**config.mk**
```make
export PLATFORM = sky130hd
export DESIGN_NAME = pplmb_rsp_fifo
export DESIGN_NICKNAME = d
export VERILOG_FILES = /design/src/assert_macros.svh /design/src/pplmb_pkg.sv /design/src/pplmb_rsp_fifo.sv
export SDC_FILE = /design/constraint.sdc
export NUM_CORES = 1
export LEC_CHECK = 0
export ABC_CLOCK_PERIOD_IN_PS = 1850
export BUFFER_PORTS_ARGS = -buffer_cell sky130_fd_sc_hd__buf_2
export CORE_ASPECT_RATIO = 1.1
export CORE_MARGIN = 3
export CORE_UTILIZATION = 35
export CTS_CLUSTER_SIZE = 14
export DETAILED_ROUTE_END_ITERATION = 12
export GPL_ROUTABILITY_DRIVEN = 0
export MAX_ROUTING_LAYER = met4
export PLACE_DENSITY_LB_ADDON = 0.08
export SLEW_MARGIN = 20
export SYNTH_ARGS = -nofsm -noshare
export SYNTH_HDL_FRONTEND = slang
export SYNTH_SLANG_ARGS = --single-unit
```
**constraint.sdc**
```tcl
create_clock -name clock -period 1.85 [get_ports clock]
set_input_delay 0 -clock clock [delete_from_list [all_inputs] [get_ports clock]]
set_output_delay 0 -clock clock [all_outputs]
set_load 0.05 [all_outputs]
```
**src/assert_macros.svh**
```systemverilog
// Assertion macros used by the back part of the message buffer.
// No dependencies; included by modules that carry concurrent assertions.
`ifndef ASSERT_MACROS_SVH
`define ASSERT_MACROS_SVH
`ifndef SYNTH
`define ASSERT_ALWAYS(label, clk, rst, prop) \
   label: assert property (@(posedge clk) disable iff (rst) (prop)) \
      else $error("assertion failed: %m");
`define ASSERT_NEVER(label, clk, rst, expr) \
   label: assert property (@(posedge clk) disable iff (rst) !(expr)) \
      else $error("assertion failed: %m");
`else
`define ASSERT_ALWAYS(label, clk, rst, prop)
`define ASSERT_NEVER(label, clk, rst, expr)
`endif
`endif

```
**src/pplmb_pkg.sv**
```systemverilog
// Shared types and constants of the ping-pong message buffer.
// No dependencies; imported by every module of the block.
`default_nettype none

package pplmb_pkg;

   // Field widths.
   localparam int OP_W     = 2;
   localparam int LEN_W    = 6;
   localparam int BYTE_W   = 8;
   localparam int STATUS_W = 3;

   // Operation codes on the request side.
   localparam logic [OP_W-1:0] OP_WR_HDR  = 2'd0;
   localparam logic [OP_W-1:0] OP_WR_DATA = 2'd1;
   localparam logic [OP_W-1:0] OP_RD_MSG  = 2'd2;

   // Result status codes.
   localparam logic [STATUS_W-1:0] ST_OK      = 3'd0;
   localparam logic [STATUS_W-1:0] ST_NOSPACE = 3'd1;
   localparam logic [STATUS_W-1:0] ST_ZERO    = 3'd2;
   localparam logic [STATUS_W-1:0] ST_EMPTY   = 3'd3;
   localparam logic [STATUS_W-1:0] ST_BUSY    = 3'd4;

   // Command queue between front and back, and result queue.
   localparam int CMD_DEPTH = 4;
   localparam int CMD_AW    = 2;
   localparam int CMD_CW    = 3;
   localparam int RSP_DEPTH = 4;
   localparam int RSP_AW    = 2;
   localparam int RSP_CW    = 3;

   typedef enum logic [1:0] {
      CMD_HDR,
      CMD_DATA,
      CMD_READ,
      CMD_NOP
   } cmd_kind_type;

   typedef struct packed {
      cmd_kind_type        kind;
      logic [LEN_W-1:0]    length;
      logic [BYTE_W-1:0]   data;
   } cmd_type;

   typedef struct packed {
      logic [STATUS_W-1:0] status;
      logic [BYTE_W-1:0]   data;
      logic [LEN_W-1:0]    length;
      logic                last;
   } rsp_type;

   typedef enum logic [1:0] {
      BS_IDLE,
      BS_LEN,
      BS_DATA
   } back_state_type;

endpackage

`default_nettype wire

```
**src/pplmb_rsp_fifo.sv**
```systemverilog
// Result queue that holds finished results until they are taken.
// Depends on pplmb_pkg.
`default_nettype none

module pplmb_rsp_fifo
   import pplmb_pkg::*;
(
   input  wire logic              clock,
   input  wire logic              reset,
   input  wire logic              push,
   input  wire rsp_type           push_data,
   input  wire logic              pop,
   output logic                   empty,
   output rsp_type                head_data,
   output logic [RSP_CW-1:0]      count
);

   rsp_type             entry_ff [RSP_DEPTH];
   logic [RSP_AW-1:0]   wr_ptr_ff, wr_ptr_in;
   logic [RSP_AW-1:0]   rd_ptr_ff, rd_ptr_in;
   logic [RSP_CW-1:0]   count_ff, count_in;
   logic                do_rd;

   // Occupancy; the back part never pushes without room.
   assign empty     = (count_ff == '0);
   assign count     = count_ff;
   assign head_data = entry_ff[rd_ptr_ff];
   assign do_rd     = pop && !empty;

   always_comb begin
      wr_ptr_in = push ? wr_ptr_ff + 1'b1 : wr_ptr_ff;
      rd_ptr_in = do_rd ? rd_ptr_ff + 1'b1 : rd_ptr_ff;
      count_in  = count_ff + RSP_CW'(push) - RSP_CW'(do_rd);
   end

   always_ff @(posedge clock) begin
      if (reset) begin
         wr_ptr_ff <= '0;
         rd_ptr_ff <= '0;
         count_ff  <= '0;
      end else begin
         wr_ptr_ff <= wr_ptr_in;
         rd_ptr_ff <= rd_ptr_in;
         count_ff  <= count_in;
      end
   end

   // Storage carries no reset.
   always_ff @(posedge clock) begin
      if (push) begin
         entry_ff[wr_ptr_ff] <= push_data;
      end
   end

endmodule

`default_nettype wire
```
; Word level (Yosys, flattened, before mapping)
; Memory sizes are Yosys's and may differ from the RTL's. A register that Yosys moved wholly into a read port is not among the register bits.
; Index checks and enable logic that the tools add are counted.
[totals]
elab_cells = 15
reg_bits = 7
inputBits = 22
out_inout_bits = 22
mem_count = 1
ramBits = 72
[classes]
add_sub_neg = 4
reduce_logical = 3
mux = 4
[mem_list]
columns = name, words, word_bits, read_ports, rd_ports_with_merged_regs, wr, line_no
row1 = entry_ff, 4, 18, 1, 1, 1, pplmb_rsp_fifo.sv:18  ; rsp_type entry_ff [RSP_DEPTH];
[op_table]
columns = operator, count
row1 = adder 2 x 1 -> 2 bit (second input constant), 2
row2 = 2-to-1 mux 2 bit, 2
row3 = adder 3 x 1 -> 3 bit, 1
row4 = logical NOT 3 bit, 1
row5 = subtractor 3 x 1 -> 3 bit, 1
row6 = 2-to-1 mux 1 bit, 2
row7 = logical AND 1 bit, 1
row8 = logical NOT 1 bit, 1

; Longest topological paths before layout
[logic_depth]
word_depth = 5
depth_mapped = 8
depth_no_buf = 8

; Worst setup path after synthesis
; OpenSTA, ideal clock, no wires.
[synth_path]
path_type = register to register
startpoint = reg count_ff[1], in the netlist count[1]
endpoint = reg count_ff[2], in the netlist count[2]
n_path_buf = 0
period_less_slack_ps = 2128
required_ps = 1724
path_stages_with_launch = 9
setup_slack_ps = -278
setup_time_ps = 126
arrival_time_ps = 2002
cell_sequence = dfxtp_1 -> o31a_1 -> ha_1 -> inv_1 -> ha_1 -> inv_1 -> fa_1 -> xnor3_1 -> nor2_1
[synth_via]
elab_chain_cells = 4
word_cells_on_any_way = 5
classes_between = add/sub (2) / reduce/logical (3)
[synth_rtl]
columns = element, line_no
row1 = start: declaration, pplmb_rsp_fifo.sv:21  ; logic [RSP_CW-1:0] count_ff, count_in;
row2 = start signal: assignment, pplmb_rsp_fifo.sv:44  ; count_ff <= count_in;
row3 = logical NOT 3 bit, pplmb_rsp_fifo.sv:25  ; assign empty = (count_ff == '0);
row4 = logical NOT 1 bit, pplmb_rsp_fifo.sv:28  ; assign do_rd = pop && !empty;
row5 = logical AND 1 bit, pplmb_rsp_fifo.sv:28
row6 = via do_rd, pplmb_rsp_fifo.sv:22  ; logic do_rd;
row7 = subtractor 3 x 1 -> 3 bit, pplmb_rsp_fifo.sv:33  ; count_in = count_ff + RSP_CW'(push) - RSP_CW'(do_rd);
; The timed path passes the listed nets, and every way through them passes these cells.
; A chain may end at the register's enable or synchronous reset.

; Worst setup path after layout
[layout_path]
startpoint = reg count_ff[2], in the netlist count[2]
endpoint = reg count_ff[2], in the netlist count[2]
; The elaborated chain is that of the path after synthesis.

==> results by group <==
Layout
  – Area Growth Syn to Fin: 24.9%
  – Non-filler instance count after layout: 333
  – Most frequent cells in the layout: 72 x edfxtp_1, 43 x buf_2, 19 x dlygate4sd3_1
  – Fill count: 748
  – Util after Layout: 0.456
  – Storage element area: 2350 um^2
  – Nets: 246
  – Fin area: 3870 um^2
  – Antenna diode count: 0
  – Share of post-route cells with drive strength above 1: 0.401
  – Multi-input gate area: 699 um^2
  – Commonest non-fill, non-tap cell in the layout: edfxtp_1

Floorplan
  – Die H: 105 um
  – Area of the core: 8500 um^2
  – Die area: 10000 um^2
  – IO Count: 44
  – Die W: 95.7 um
  – Cell row count: 35
  – Initial core utilization: 0.365

STA
  – Worst-Margin Slew: 0.395 ns
  – Final hold vios: 0
  – Setup TNS: -0.0263 ns
  – Tmin final: 1.87 ns
  – Slew Viols, Final: 0
  – Worst Skew: 0.00695 ns
  – Achievable Freq: 0.534 GHz
  – Final setup fails: 2
  – Post-route setup slack: -0.0217 ns
  – Share of the clock period used by the worst path: 1.01
  – RSZ-0062 raised after global routing: true
  – Rel. slew slack: 0.734
  – Worst hold margin: 0.0158 ns

Global routing
  – Tot GR Track Use: 0.123
  – GRT Residual Overflow: 0
  – Vias in the first global route: 1723
  – Largest net degree at the start of global routing: 19
  – First-pass GRT wire length: 8690 um
  – Initial antenna violation count: 0

Routing
  – Via Count: 1548
  – Antenna Nets Post-Route: 0
  – Routed WL per cell: 16.3 um
  – First drt pass iteration count: 4
  – Drt initial violations: 89
  – DRC: 0
  – Via density: 4.65
  – Routed WL: 5440 um

Worst setup path
  – Data required time of the worst path: 2.08 ns
  – Critical Path Source Type: register
  – Delay of the slowest critical-path stage: 0.35 ns
  – Crit-path max FO: 2
  – CP arrival: 2.11 ns
  – Crit path cell chain: o31a_1 -> ha_1 -> inv_1 -> ha_2 -> inv_2 -> fa_2 -> xnor3_1 -> nor2_1
  – Crit end category: register
  – Worst path slowest cell: dfxtp_4
  – R2R setup slack: -0.02 ns
  – Worst Setup Path Type: reg2reg

Clock network
  – CTS Buf Count: 9
  – CTS tree: built
  – Num Clock Sinks: 81
  – CTS H-tree depth: 3
  – Clock network latency to the later pin of the worst-skew pair: 0.34 ns
  – Root Buffer: clkbuf_8
  – Clk slew on worst S/H paths: 0.08 ns
  – Max Root-Sink Buffers: 2

Synthesis
  – Post-Synthesis Net Count: 167
  – Post-synth EDFFs: 72
  – Library cells used by synthesis: 21
  – Mapped cell area: 3100 um^2
  – Synth Flop Type: edfxtp_1
  – Part of the Yosys area used for sequential elements: 0.755
  – Yosys warns: 0
  – FFs w/ async S/R, synth: 0
  – Syn_area_per_cell: 22.5 um^2
  – Synthesized flop and latch total: 81
  – Cell count after synthesis: 138

Placement
  – Port Buf Inserts: 43
  – Placed wire-length estimate: 3390 um
  – Placed cells: 297
  – Dpl ws: -0.0223 ns
  – Post-DP Area: 3500 um^2

Power
  – PwrDens: 1250 nW/um^2
  – Total design power: 4.86 mW
  – Worst VDD drop: 1.20 mV
  – Leakage: 1.39 nW

Run
  – Max-cap check violation count: 0

Outcome
  – Violated checks: setup timing
  – Status: complete, but fails checks

Min path
  – HP Class: in2reg
==> sequential cells by signal, indices dropped and copies added (netlist names), named ones only <==
signal and flops:
entry_ff 72, rd_ptr_ff 2, count 3, wr_ptr_ff 2
==> cell type report <==
type	count	share of cell area
sequential	81	0.607
tap	111	0.0359
clock inverter	7	0.0139
timing repair buffer	73	0.126
clock buffer	9	0.0320
multi-input combinational	47	0.181
inverter	5	0.00484
==> cells in the mapped netlist (2+ instances only) <==
library cell,number,area share
nor2_1,6,0.0073
dfxtp_1,9,0.058
and2_1,4,0.0081
edfxtp_1,72,0.70
mux2_2,3,0.011
buf_2,2,0.0032
ha_1,6,0.024
mux4_1,8,0.068
inv_1,5,0.0061
mux4_2,10,0.073
nor2b_1,3,0.0061
==> what timing repair did <==
| action | 4_1_cts | 5_1_grt |
|---|---|---|
| pin swaps | 0 | 1 |
| hold endpoints to repair | 77 | 0 |
| resized for setup | 0 | 2 |
| hold buffers | 19 | 0 |
| gates cloned | 0 | 0 |
| buffers inserted | 1 | 0 |
| endpoints found under the setup margin | 2 | 2 |
==> critical path, delay by kind of cell (launching register included) <==
family,cells,cell delay (ns)
DFF,1,0.35
and+or+nand+nor,1,0.04
buffers and inverters,2,0.10
xor gates and xnor gates,1,0.20
AOI/OAI and AO/OA,1,0.32
adders and majority gates,3,0.76
==> worst paths after layout <==
path | startpoint | endpoint | cells after the start
setup / recovery | count[2] | count[2] | 8
hold / removal | push | wr_ptr_ff[0] | 3
setup reg to reg | count[2] | count[2] | 8
hold reg to reg | wr_ptr_ff[1] | wr_ptr_ff[1] | 2
==> layer usage <==
layer | wire length, um | vias up | track usage
li1 | - | 720 | -
met1 | 2250 | 789 | 0.147
met4 | 110 | 0 | 0.0610
met3 | 183 | 10 | 0.0252
met5 | 0 | - | -
met2 | 2890 | 29 | 0.195
==> cells by family after synthesis <==
group | Yosys count | synth area share
AND/OR/NAND/NOR | 14 | 0.0230
AO/OA/AOI/OAI | 2 | 0.00565
XOR/XNOR | 2 | 0.0101
multiplexers | 22 | 0.155
adder cells (fa/ha/maj) | 7 | 0.0307
flip-flops | 81 | 0.755
buffers and inverters | 10 | 0.0206
==> power by group <==
| part | total, mW | switching (mW) | internal (mW) |
|---|---|---|---|
| Clock | 1.15 | 0.651 | 0.498 |
| Combinational | 1.53 | 0.979 | 0.549 |
| Sequential | 2.18 | 0.0518 | 2.13 |
Power figures use the tool's default switching activity.
