**src/assert_macros.svh**
```systemverilog
// Assertion macros used by the back part of the message buffer.
// No dependencies; included by modules that carry concurrent assertions.
`ifndef ASSERT_MACROS_SVH
`define ASSERT_MACROS_SVH
`ifndef SYNTH
`define ASSERT_ALWAYS(label, clk, rst, prop) \
   label: assert property (@(posedge clk) disable iff (rst) (prop)) \
      else $error("assertion failed: %m");
`define ASSERT_NEVER(label, clk, rst, expr) \
   label: assert property (@(posedge clk) disable iff (rst) !(expr)) \
      else $error("assertion failed: %m");
`else
`define ASSERT_ALWAYS(label, clk, rst, prop)
`define ASSERT_NEVER(label, clk, rst, expr)
`endif
`endif

```
**src/pplmb_pkg.sv**
```systemverilog
// Shared types and constants of the ping-pong message buffer.
// No dependencies; imported by every module of the block.
`default_nettype none

package pplmb_pkg;

   // Field widths.
   localparam int OP_W     = 2;
   localparam int LEN_W    = 6;
   localparam int BYTE_W   = 8;
   localparam int STATUS_W = 3;

   // Operation codes on the request side.
   localparam logic [OP_W-1:0] OP_WR_HDR  = 2'd0;
   localparam logic [OP_W-1:0] OP_WR_DATA = 2'd1;
   localparam logic [OP_W-1:0] OP_RD_MSG  = 2'd2;

   // Result status codes.
   localparam logic [STATUS_W-1:0] ST_OK      = 3'd0;
   localparam logic [STATUS_W-1:0] ST_NOSPACE = 3'd1;
   localparam logic [STATUS_W-1:0] ST_ZERO    = 3'd2;
   localparam logic [STATUS_W-1:0] ST_EMPTY   = 3'd3;
   localparam logic [STATUS_W-1:0] ST_BUSY    = 3'd4;

   // Command queue between front and back, and result queue.
   localparam int CMD_DEPTH = 4;
   localparam int CMD_AW    = 2;
   localparam int CMD_CW    = 3;
   localparam int RSP_DEPTH = 4;
   localparam int RSP_AW    = 2;
   localparam int RSP_CW    = 3;

   typedef enum logic [1:0] {
      CMD_HDR,
      CMD_DATA,
      CMD_READ,
      CMD_NOP
   } cmd_kind_type;

   typedef struct packed {
      cmd_kind_type        kind;
      logic [LEN_W-1:0]    length;
      logic [BYTE_W-1:0]   data;
   } cmd_type;

   typedef struct packed {
      logic [STATUS_W-1:0] status;
      logic [BYTE_W-1:0]   data;
      logic [LEN_W-1:0]    length;
      logic                last;
   } rsp_type;

   typedef enum logic [1:0] {
      BS_IDLE,
      BS_LEN,
      BS_DATA
   } back_state_type;

endpackage

`default_nettype wire

```
**src/pplmb_front.sv**
```systemverilog
// Front part: accepts request transfers, classifies the operation and queues commands.
// Depends on pplmb_pkg.
`default_nettype none

module pplmb_front
   import pplmb_pkg::*;
(
   input  wire logic              clock,
   input  wire logic              reset,
   input  wire logic              push,
   output logic                   full,
   input  wire logic [OP_W-1:0]   req_op,
   input  wire logic [LEN_W-1:0]  req_msg_length,
   input  wire logic [BYTE_W-1:0] req_data_in,
   output logic                   cmd_valid,
   output cmd_type                cmd,
   input  wire logic              cmd_pop
);

   cmd_type             entry_ff [CMD_DEPTH];
   logic [CMD_AW-1:0]   wr_ptr_ff, wr_ptr_in;
   logic [CMD_AW-1:0]   rd_ptr_ff, rd_ptr_in;
   logic [CMD_CW-1:0]   count_ff, count_in;
   cmd_type             new_cmd;
   logic                do_wr, do_rd;

   // Classify the incoming operation.
   always_comb begin
      new_cmd.length = req_msg_length;
      new_cmd.data   = req_data_in;
      case (req_op)
         OP_WR_HDR:  new_cmd.kind = CMD_HDR;
         OP_WR_DATA: new_cmd.kind = CMD_DATA;
         OP_RD_MSG:  new_cmd.kind = CMD_READ;
         default:    new_cmd.kind = CMD_NOP;
      endcase
   end

   // Queue occupancy and handshakes.
   assign full      = (count_ff == CMD_CW'(CMD_DEPTH));
   assign cmd_valid = (count_ff != '0);
   assign cmd       = entry_ff[rd_ptr_ff];
   assign do_wr     = push && !full;
   assign do_rd     = cmd_pop && cmd_valid;

   always_comb begin
      wr_ptr_in = do_wr ? wr_ptr_ff + 1'b1 : wr_ptr_ff;
      rd_ptr_in = do_rd ? rd_ptr_ff + 1'b1 : rd_ptr_ff;
      count_in  = count_ff + CMD_CW'(do_wr) - CMD_CW'(do_rd);
   end

   always_ff @(posedge clock) begin
      if (reset) begin
         wr_ptr_ff <= '0;
         rd_ptr_ff <= '0;
         count_ff  <= '0;
      end else begin
         wr_ptr_ff <= wr_ptr_in;
         rd_ptr_ff <= rd_ptr_in;
         count_ff  <= count_in;
      end
   end

   // Queue storage carries no reset.
   always_ff @(posedge clock) begin
      if (do_wr) begin
         entry_ff[wr_ptr_ff] <= new_cmd;
      end
   end

endmodule

`default_nettype wire

```
**config.mk**
```make
export PLATFORM = sky130hd
export DESIGN_NAME = pplmb_front
export DESIGN_NICKNAME = d
export VERILOG_FILES = /design/src/assert_macros.svh /design/src/pplmb_pkg.sv /design/src/pplmb_front.sv
export SDC_FILE = /design/constraint.sdc
export NUM_CORES = 1
export LEC_CHECK = 0
export BUFFER_PORTS_ARGS = -buffer_cell sky130_fd_sc_hd__buf_2
export CAP_MARGIN = 20
export CORE_UTILIZATION = 57
export CTS_CLUSTER_DIAMETER = 30
export DETAILED_ROUTE_END_ITERATION = 10
export GPL_ROUTABILITY_DRIVEN = 0
export PLACE_DENSITY_LB_ADDON = 0.1
export SLEW_MARGIN = 20
export SYNTH_ARGS = -nofsm -noshare
export SYNTH_HDL_FRONTEND = slang
export SYNTH_SLANG_ARGS = --single-unit
```
**constraint.sdc**
```tcl
create_clock -name clock -period 3.5 [get_ports clock]
set_input_delay 0.35 -clock clock [delete_from_list [all_inputs] [get_ports clock]]
set_output_delay 0.35 -clock clock [all_outputs]
set_load 0.005 [all_outputs]
```
# == Word level (Yosys, flattened, before mapping) ==
# Memories as Yosys holds them, arrays and structs flattened. A register that Yosys moved wholly into a read port is not among the register bits.
# Cells that the tools add are included.
# W data, S select, Z words.
# totals
regBits,7
mem_bits_rw,64
inputBits,20
output_inout_bits,18
word_cells,21
memories,1
# memory_table
name,depth,width,read_ports,rd_ports_with_merged_regs,wr,line,text
entry_ff,4,16,1,1,1,pplmb_front.sv:20,cmd_type entry_ff [CMD_DEPTH];
# op_classes
add_sub_neg,4
n_eq_ne,3
n_mux,5
n_reduce_logical,5
# ops
op,n
$pmux W2 S3,1
$add A2 B1 Y2 const B,2
$mux W2,2
$add A3 B1 Y3,1
$eq A3 B3 Y1 const B,1
$reduce_bool A3 Y1,1
$sub A3 B1 Y3,1
$eq A2 B1 Y1 const B,1
$eq A2 B2 Y1 const B,1
$logic_and A1 B1 Y1,2
$logic_not A2 Y1,1
$mux W1,2
$logic_not A1 Y1,1

# == Depth between registers and ports, before layout ==
# Gate-level depths: netlist of run 1.
# depth
word_depth,5
depth_mapped,11

# == Worst setup path before layout of run 1 ==
# Ideal clock, no wire load.
# synth_timing
path_kind,register -> register
startpoint,register count_ff[1]
endpoint,register count_ff[2]
setup_ps,78
t_arrival_ps,2052
required_time_ps,3422
path_slack_ps,1371
path_stages_with_launch,12
period_less_slack_ps,2129
path_cell_list,dfxtp_1 nor3b_2 nor2_1 inv_1 ha_1 inv_1 ha_1 inv_1 fa_1 xor2_1 and2_1 nor3_1
# synth_via
elab_chain_len,5
elab_cells_between_ends,7
cone_classes,add/sub: 2; eq/ne: 1; reduce/logical: 4
# synth_rtl
element,line,text
start: declaration,pplmb_front.sv:23,"logic [CMD_CW-1:0] count_ff, count_in;"
start signal: assignment,pplmb_front.sv:60,count_ff <= count_in;
$eq A3 B3 Y1,pplmb_front.sv:40,assign full = (count_ff == CMD_CW'(CMD_DEPTH));
via full,pplmb_front.sv:11,"output logic full,"
$logic_not A1 Y1,pplmb_front.sv:43,assign do_wr = push && !full;
$logic_and A1 B1 Y1,pplmb_front.sv:43,
$add A3 B1 Y3,pplmb_front.sv:49,count_in = count_ff + CMD_CW'(do_wr) - CMD_CW'(do_rd);
$sub A3 B1 Y3,pplmb_front.sv:49,
# The timed path passes the listed nets, and every way through them passes these cells.
# A chain may end at the register's enable or synchronous reset.

# == Worst setup path after layout of run 1 ==
# layout_timing
startpoint,register count_ff[1]
endpoint,register count_ff[2]
# layout_via
elab_chain_len,5
elab_cells_between_ends,7
cone_classes,add/sub: 2; eq/ne: 1; reduce/logical: 4
# layout_rtl
element,line
$eq A3 B3 Y1,pplmb_front.sv:40
$logic_not A1 Y1,pplmb_front.sv:43
$logic_and A1 B1 Y1,pplmb_front.sv:43
$add A3 B1 Y3,pplmb_front.sv:49
$sub A3 B1 Y3 (*),pplmb_front.sv:49
# Mark *: on every way between the ends. The rest lies on a longest branch, timed or not.

==> results_dict.tcl, run 1 <==
set metrics [dict create \
    grt_max_degree 17 \
    yosysTopAreaCellShare_pct 68.12 \
    area_delta_synth_final_pct 15.03 \
    reg2reg_to "count_ff[2]$_SDFF_PP0_" \
    ys_ff_latch 73 \
    cts_hold_buf 0 \
    insertion_delay_ns 0.33 \
    cp-end-kind "flip-flop" \
    cts_buffer_depth 2 \
    powerDensity_nw_per_um2 715.1 \
    critPathArrivalTime_ns 2.60 \
    finalMaxSlewViolations 0 \
    cts_buffers 9 \
    grt_usage_pct 19.07 \
    layout_common_cells "64 x edfxtp_1, 37 x buf_2, 10 x mux4_2" \
    post_cts_buffers 0 \
    hold_start "req_data_in[0]" \
    synth.area.top_cells "edfxtp_1 68%, mux4_2 8.0%, dfxtp_1 6.4%, mux4_1 5.6%, ha_1 2.7%" \
    cp_common_cell "inv_1" \
    path_clk_slew_ns 0.07 \
    initial_core_util_pct 59.34 \
    rsz0062_at_grt "no" \
    status "finished clean" \
    ys.flop_type "edfxtp_1" \
    crit_path_end "count_ff[2]$_SDFF_PP0_" \
    period_needed_ns 2.355 \
    start_kind "flip-flop" \
    netlist_area_um2 2821 \
    final_area_um2 3246 \
    worstSetupStartpoint "count_ff[1]$_SDFF_PP0_" \
    critical_path_class "reg2reg" \
    antenna_left 0 \
    fmax_mhz 424.5 \
    drc 0 \
    die_y_um 72.36 \
    syn_avg_cell_area_um2 20.90 \
    placed_area_um2 3045 \
    finalClockSkew_ns 0.01051 \
    tightest_slew_ns 0.8849 \
    cts_sinks 73 \
    cp_data_required_time_ns 3.75 \
    nFillCells 328 \
    p_leak_nw 1.158 \
    drt-total-wl_um 4226 \
    slowest_delay_ns 0.47 \
    nets 204 \
    vdd_ir_drop_max_uv 482.9 \
    post-route-period-util_pct 67.30 \
    io_pins 38 \
    port-buffer-count 37 \
    yosysSeqAreaShare_pct 74.50 \
    worstPathMaxFanout 7 \
    tritoncts "yes" \
    relSlewSlack_pct 41.01 \
    worstRegToRegCells 11 \
    antenna_found_initial 0 \
    power_w 0.002321 \
    viasPerCell 5.359 \
    finalSetupTns_ns 0 \
    num_antenna_cells 0 \
    vias 1329 \
    path_depth 11 \
    cpMaxStageDelayCell "dfxtp_1" \
    critPathTopFamily "adder cells" \
    dp_slack_ns 1.124 \
    post_cts_resized 0 \
    finalSetupViolations 0 \
    dr.first_iter.drc_count 100 \
    synth.largest_area_cell "edfxtp_1" \
    crit_buf_inv 3 \
    netlist_instances 135 \
    drive_above_1_share_pct 33.70 \
    setup_ws_ns 1.145 \
    overflow 0 \
    dieArea_um2 5235 \
    die_w_um 72.36 \
    grt_pass1_wl_um 6796 \
    core_um2 4755 \
    hpwl_um 2724 \
    syn_nets 162 \
    htree_levels 3 \
    grt_pass1_vias 1365 \
    synth_enable_flop_cells 64 \
    r2r-start "count_ff[1]$_SDFF_PP0_" \
    cts_root_buf "clkbuf_8" \
    cp_cell_sequence "nor3b_2 -> nor2_1 -> inv_1 -> ha_1 -> inv_1 -> ha_1 -> inv_1 -> fa_1 -> xor2_1 -> and2_1 -> nor3_1" \
    cap_viol_max_count 0 \
    async_reset_ff_share_pct 0 \
    placementRows 25 \
    hold_violations 0 \
    layout_commonest_cell "edfxtp_1" \
    drt-pass1-iter-count 4 \
    timing.hold.ws_ns 0.2328 \
    worst-r2r-setup-slack_ns 1.14 \
    yosys_warnings 0 \
    synth.distinct_cells 25 \
    wl_per_cell_um 17.04 \
    hold_path_class "in2reg" \
]
worst min path at each step:
stage	end	slack, ns	cells past startpoint
final	entry_ff[3][0]$_DFFE_PP_	0.23	1
after global routing	entry_ff[0][3]$_DFFE_PP_	0.21	1
after CTS	entry_ff[1][1]$_DFFE_PP_	0.22	1
after detailed placement	wr_ptr_ff[1]$_SDFFE_PP0P_	0.51	2
after global placement	wr_ptr_ff[1]$_SDFFE_PP0P_	0.50	2
after floorplan	entry_ff[0][0]$_DFFE_PP_	0.45	0
metrics by stage:
stage	cells	util (%)
6_report	248	68.26
5_1_grt	248	68.26
4_1_cts	248	68.26
3_5_place_dp	233	64.05
3_3_place_gp	233	64.05
2_1_floorplan	135	-
final cells by class:
type	instances	area, um2	share of cell area, %
Multi-Input combinational cell	49	644.4	19.85
Inverter	6	22.52	0.6939
Clock buffer	11	131.4	4.048
Timing Repair Buffer	38	192.7	5.937
Sequential cell	73	2102	64.77
Clock inverter	4	68.82	2.120
Tap cell	67	83.83	2.583
cells by family after synthesis:
kind of cell	count (synthesis)	share of synthesized area, %
muxes	17	13.92
AOI/OAI and AO/OA	4	0.9754
and+or+nand+nor	18	3.636
DFF	73	74.50
adders and majority gates	7	3.370
buffers and inverters	13	2.661
xor gates and xnor gates	3	0.9314
synthesized netlist by cell type, types with 2 or more instances:
| cell type | number |
|---|---|
| edfxtp_1 | 64 |
| mux4_2 | 10 |
| dfxtp_1 | 9 |
| ha_1 | 6 |
| inv_1 | 6 |
| mux4_1 | 6 |
| nor2_1 | 6 |
| and2_1 | 5 |
| clkbuf_1 | 3 |
| buf_2 | 2 |
| nand2b_1 | 2 |
| or3_1 | 2 |
| xor2_1 | 2 |
metal layers:
metal | global-route usage (%) | vias up | share of wire [%]
li1 | - | 617 | -
met3 | 7.917 | 7 | 3.3
met4 | 7.190 | 0 | 1.4
met1 | 22.10 | 679 | 42
met2 | 31.88 | 26 | 54
met5 | 0 | - | 0
power by group:
group	switching [W]	internal (W)	total [W]
Combinational	0.000231	0.000277	0.000508
Sequential	0.0000738	0.00107	0.00114
Clock	0.000277	0.000395	0.000672
Total	0.000582	0.00174	0.00232
flip-flops by register name (all words and copies together), names as in the netlist, named ones only:
register,cells
count_ff,3
entry_ff,64
rd_ptr_ff,2
wr_ptr_ff,2
Power figures use the tool's default switching activity.
==> run 2: changes to the inputs <==
--- a/config.mk
+++ b/config.mk
@@ -7,7 +7,7 @@
 export LEC_CHECK = 0
 export BUFFER_PORTS_ARGS = -buffer_cell sky130_fd_sc_hd__buf_2
 export CAP_MARGIN = 20
-export CORE_UTILIZATION = 57
+export CORE_UTILIZATION = 51
 export CTS_CLUSTER_DIAMETER = 30
 export DETAILED_ROUTE_END_ITERATION = 10
 export GPL_ROUTABILITY_DRIVEN = 0
==> constraint.sdc (replaced) <==
create_clock -name clock -period 2.04 [get_ports clock]
set_input_delay 0.204 -clock clock [delete_from_list [all_inputs] [get_ports clock]]
set_output_delay 0.204 -clock clock [all_outputs]
set_load 0.005 [all_outputs]
==> run 2 against run 1 <==
Combinational power up 110%. Power up 73%. Via count up 4.1%. Clock power up 52%. Sequential share of layout area down 1.2 points. Worst hold slack worse by 0.15 ns. Largest cell class unchanged. The flow now finishes with violations (negative setup slack). Utilization down 4.7 points. Critical path depth down 2. Worst setup slack worse by 1.1 ns.
==> results_dict.tcl, run 2 (synthesis gave the netlist of run 1 again) <==
set metrics [dict create \
    drt-pass1-iter-count 4 \
    regArea_um2 2105 \
    finalSetupViolations 1 \
    top_register "entry_ff" \
    powerDensity_nw_per_um2 1211 \
    vdd_ir_drop_max_uv 737.2 \
    path_clk_slew_ns 0.07 \
    hold_violations 0 \
    r2r-start "count_ff[2]$_SDFF_PP0_" \
    hpwl_um 2940 \
    dieArea_um2 5834 \
    antenna_found_initial 0 \
    overflow 0 \
    setup_ws_ns -0.004017 \
    num_antenna_cells 0 \
    grt_pass1_wl_um 7210 \
    htree_levels 3 \
    cpMaxStageDelayCell "fa_2" \
    status "finished with violations" \
    largest_register_ffs 64 \
    finalMaxSlewViolations 0 \
    post-route-period-util_pct 100.2 \
    initial_core_util_pct 54.21 \
    cp_data_required_time_ns 2.29 \
    top_regs "entry_ff: 64 flops, count_ff: 3 flops" \
    violations "negative setup slack" \
    worst-r2r-setup-slack_ns -0.004 \
    antenna_left 0 \
    critPathTopFamily "adder cells" \
    worstRegToRegCells 9 \
    tritoncts "yes" \
    cts_buffers 9 \
    worstPathMaxFanout 3 \
    dp_slack_ns -0.05598 \
    cts_root_buf "clkbuf_8" \
    die_y_um 76.38 \
    p_leak_nw 1.191 \
    multi_input_area_um2 663.1 \
    grt_max_degree 17 \
    drive_above_1_share_pct 38.95 \
    port-buffer-count 37 \
    critical_path_class "reg2reg" \
    cts_sinks 73 \
    power_w 0.004009 \
    insertion_delay_ns 0.33 \
    cap_viol_max_count 0 \
    viasPerCell 5.319 \
    vias 1383 \
    cp-end-kind "flip-flop" \
    placementRows 26 \
    wl_per_cell_um 17.27 \
    fmax_mhz 489.2 \
    start_kind "flip-flop" \
    core_um2 5205 \
    die_w_um 76.38 \
    dr.first_iter.drc_count 82 \
    layout_commonest_cell "edfxtp_1" \
    slowest_delay_ns 0.34 \
    path_depth 9 \
    grt_usage_pct 17.40 \
    hold_path_class "in2reg" \
    drc 0 \
    cp_cell_sequence "o31a_1 -> ha_1 -> inv_1 -> ha_1 -> inv_1 -> fa_2 -> xor2_2 -> and2_1 -> nor3_1" \
    reg2reg_to "count_ff[2]$_SDFF_PP0_" \
    relSlewSlack_pct 42.19 \
    period_needed_ns 2.044 \
    tightest_slew_ns 0.8672 \
    drt-total-wl_um 4489 \
    nets 212 \
    critPathArrivalTime_ns 2.29 \
    finalClockSkew_ns 0.005797 \
    io_pins 38 \
    crit_buf_inv 2 \
    nFillCells 387 \
    crit_path_end "count_ff[2]$_SDFF_PP0_" \
    grt_pass1_vias 1464 \
    cts_buffer_depth 2 \
    layout_common_cells "64 x edfxtp_1, 37 x buf_2, 10 x mux4_2" \
    worstSetupStartpoint "count_ff[2]$_SDFF_PP0_" \
    area_delta_synth_final_pct 17.29 \
    rsz0062_at_grt "yes" \
]
run 2: cell count changes in the layout (fill, tap and decap cells not counted), sizes merged:
| cell | change |
|---|---|
| clkbuf | +1 |
| bufinv | -1 |
| buf | +8 |
| clkinv | +1 |
run 2: metal layers:
metal / vias to the layer above / GRT usage [%] / share of wire, %
met1: 708 / 20.48 / 40
li1: 635 / - / -
met4: 0 / 10.38 / 1.8
met3: 9 / 4.072 / 4.4
met5: - / 0 / 0
met2: 31 / 29.19 / 53
run 2: power by group:
group	total (W)	switching, W	internal [W]
registers	0.00191	0.0000776	0.00184
clock network	0.00102	0.000465	0.000558
logic	0.00107	0.000497	0.000576
total	0.00401	0.00104	0.00297
run 2: layout make-up:
cell class / count / share of cell area (%)
clock buffer: 12 / 4.083
clock inverter: 4 / 1.323
inverter: 6 / 0.6805
multi-input combinational: 49 / 20.04
sequential: 73 / 63.59
tap: 70 / 2.647
timing repair buffer: 46 / 7.637
run 2: what timing repair did:
| action | 4_1_cts | 5_1_grt |
|---|---|---|
| endpoints found under the setup margin | 1 | 1 |
| hold buffers | 0 | 0 |
| gates cloned | 0 | 0 |
| setup buffers | 2 | 0 |
| pin swaps | 3 | 1 |
| resized for setup | 2 | 1 |
run 2: how the worst min path moves through the flow:
stage	startpoint	to	slack [ns]	cells past startpoint
5_1_grt	req_data_in[2]	entry_ff[1][2]$_DFFE_PP_	0.07	1
2_1_floorplan	req_data_in[0]	entry_ff[0][0]$_DFFE_PP_	0.30	0
3_3_place_gp	req_msg_length[4]	entry_ff[0][12]$_DFFE_PP_	0.41	1
4_1_cts	req_data_in[2]	entry_ff[1][2]$_DFFE_PP_	0.07	1
3_5_place_dp	req_data_in[2]	entry_ff[3][2]$_DFFE_PP_	0.42	1
6_report	req_data_in[2]	entry_ff[1][2]$_DFFE_PP_	0.08	1
run 2: worst reg2reg max path, delay by kind of cell (launching register included):
family                     cells  cell delay, ns
adders and majority gates      3            0.74
DFF                            1            0.33
AOI/OAI and AO/OA              1            0.32
and+or+nand+nor                2            0.29
xor gates and xnor gates       1            0.16
buffers and inverters          2            0.11
run 2: per-stage QoR:
step,instance area (um2),util [%],hold slack [ns],std cells,setup TNS [ns]
after global routing,3309,63.58,0.06523,260,-0.1026
after detailed placement,3104,59.64,0.4241,242,-0.05598
final,3309,63.58,0.08355,260,-0.004017
after global placement,3104,59.64,0.4123,242,0
after floorplan,2831,-,0.3029,135,0
after CTS,3302,63.44,0.07224,260,-0.01364
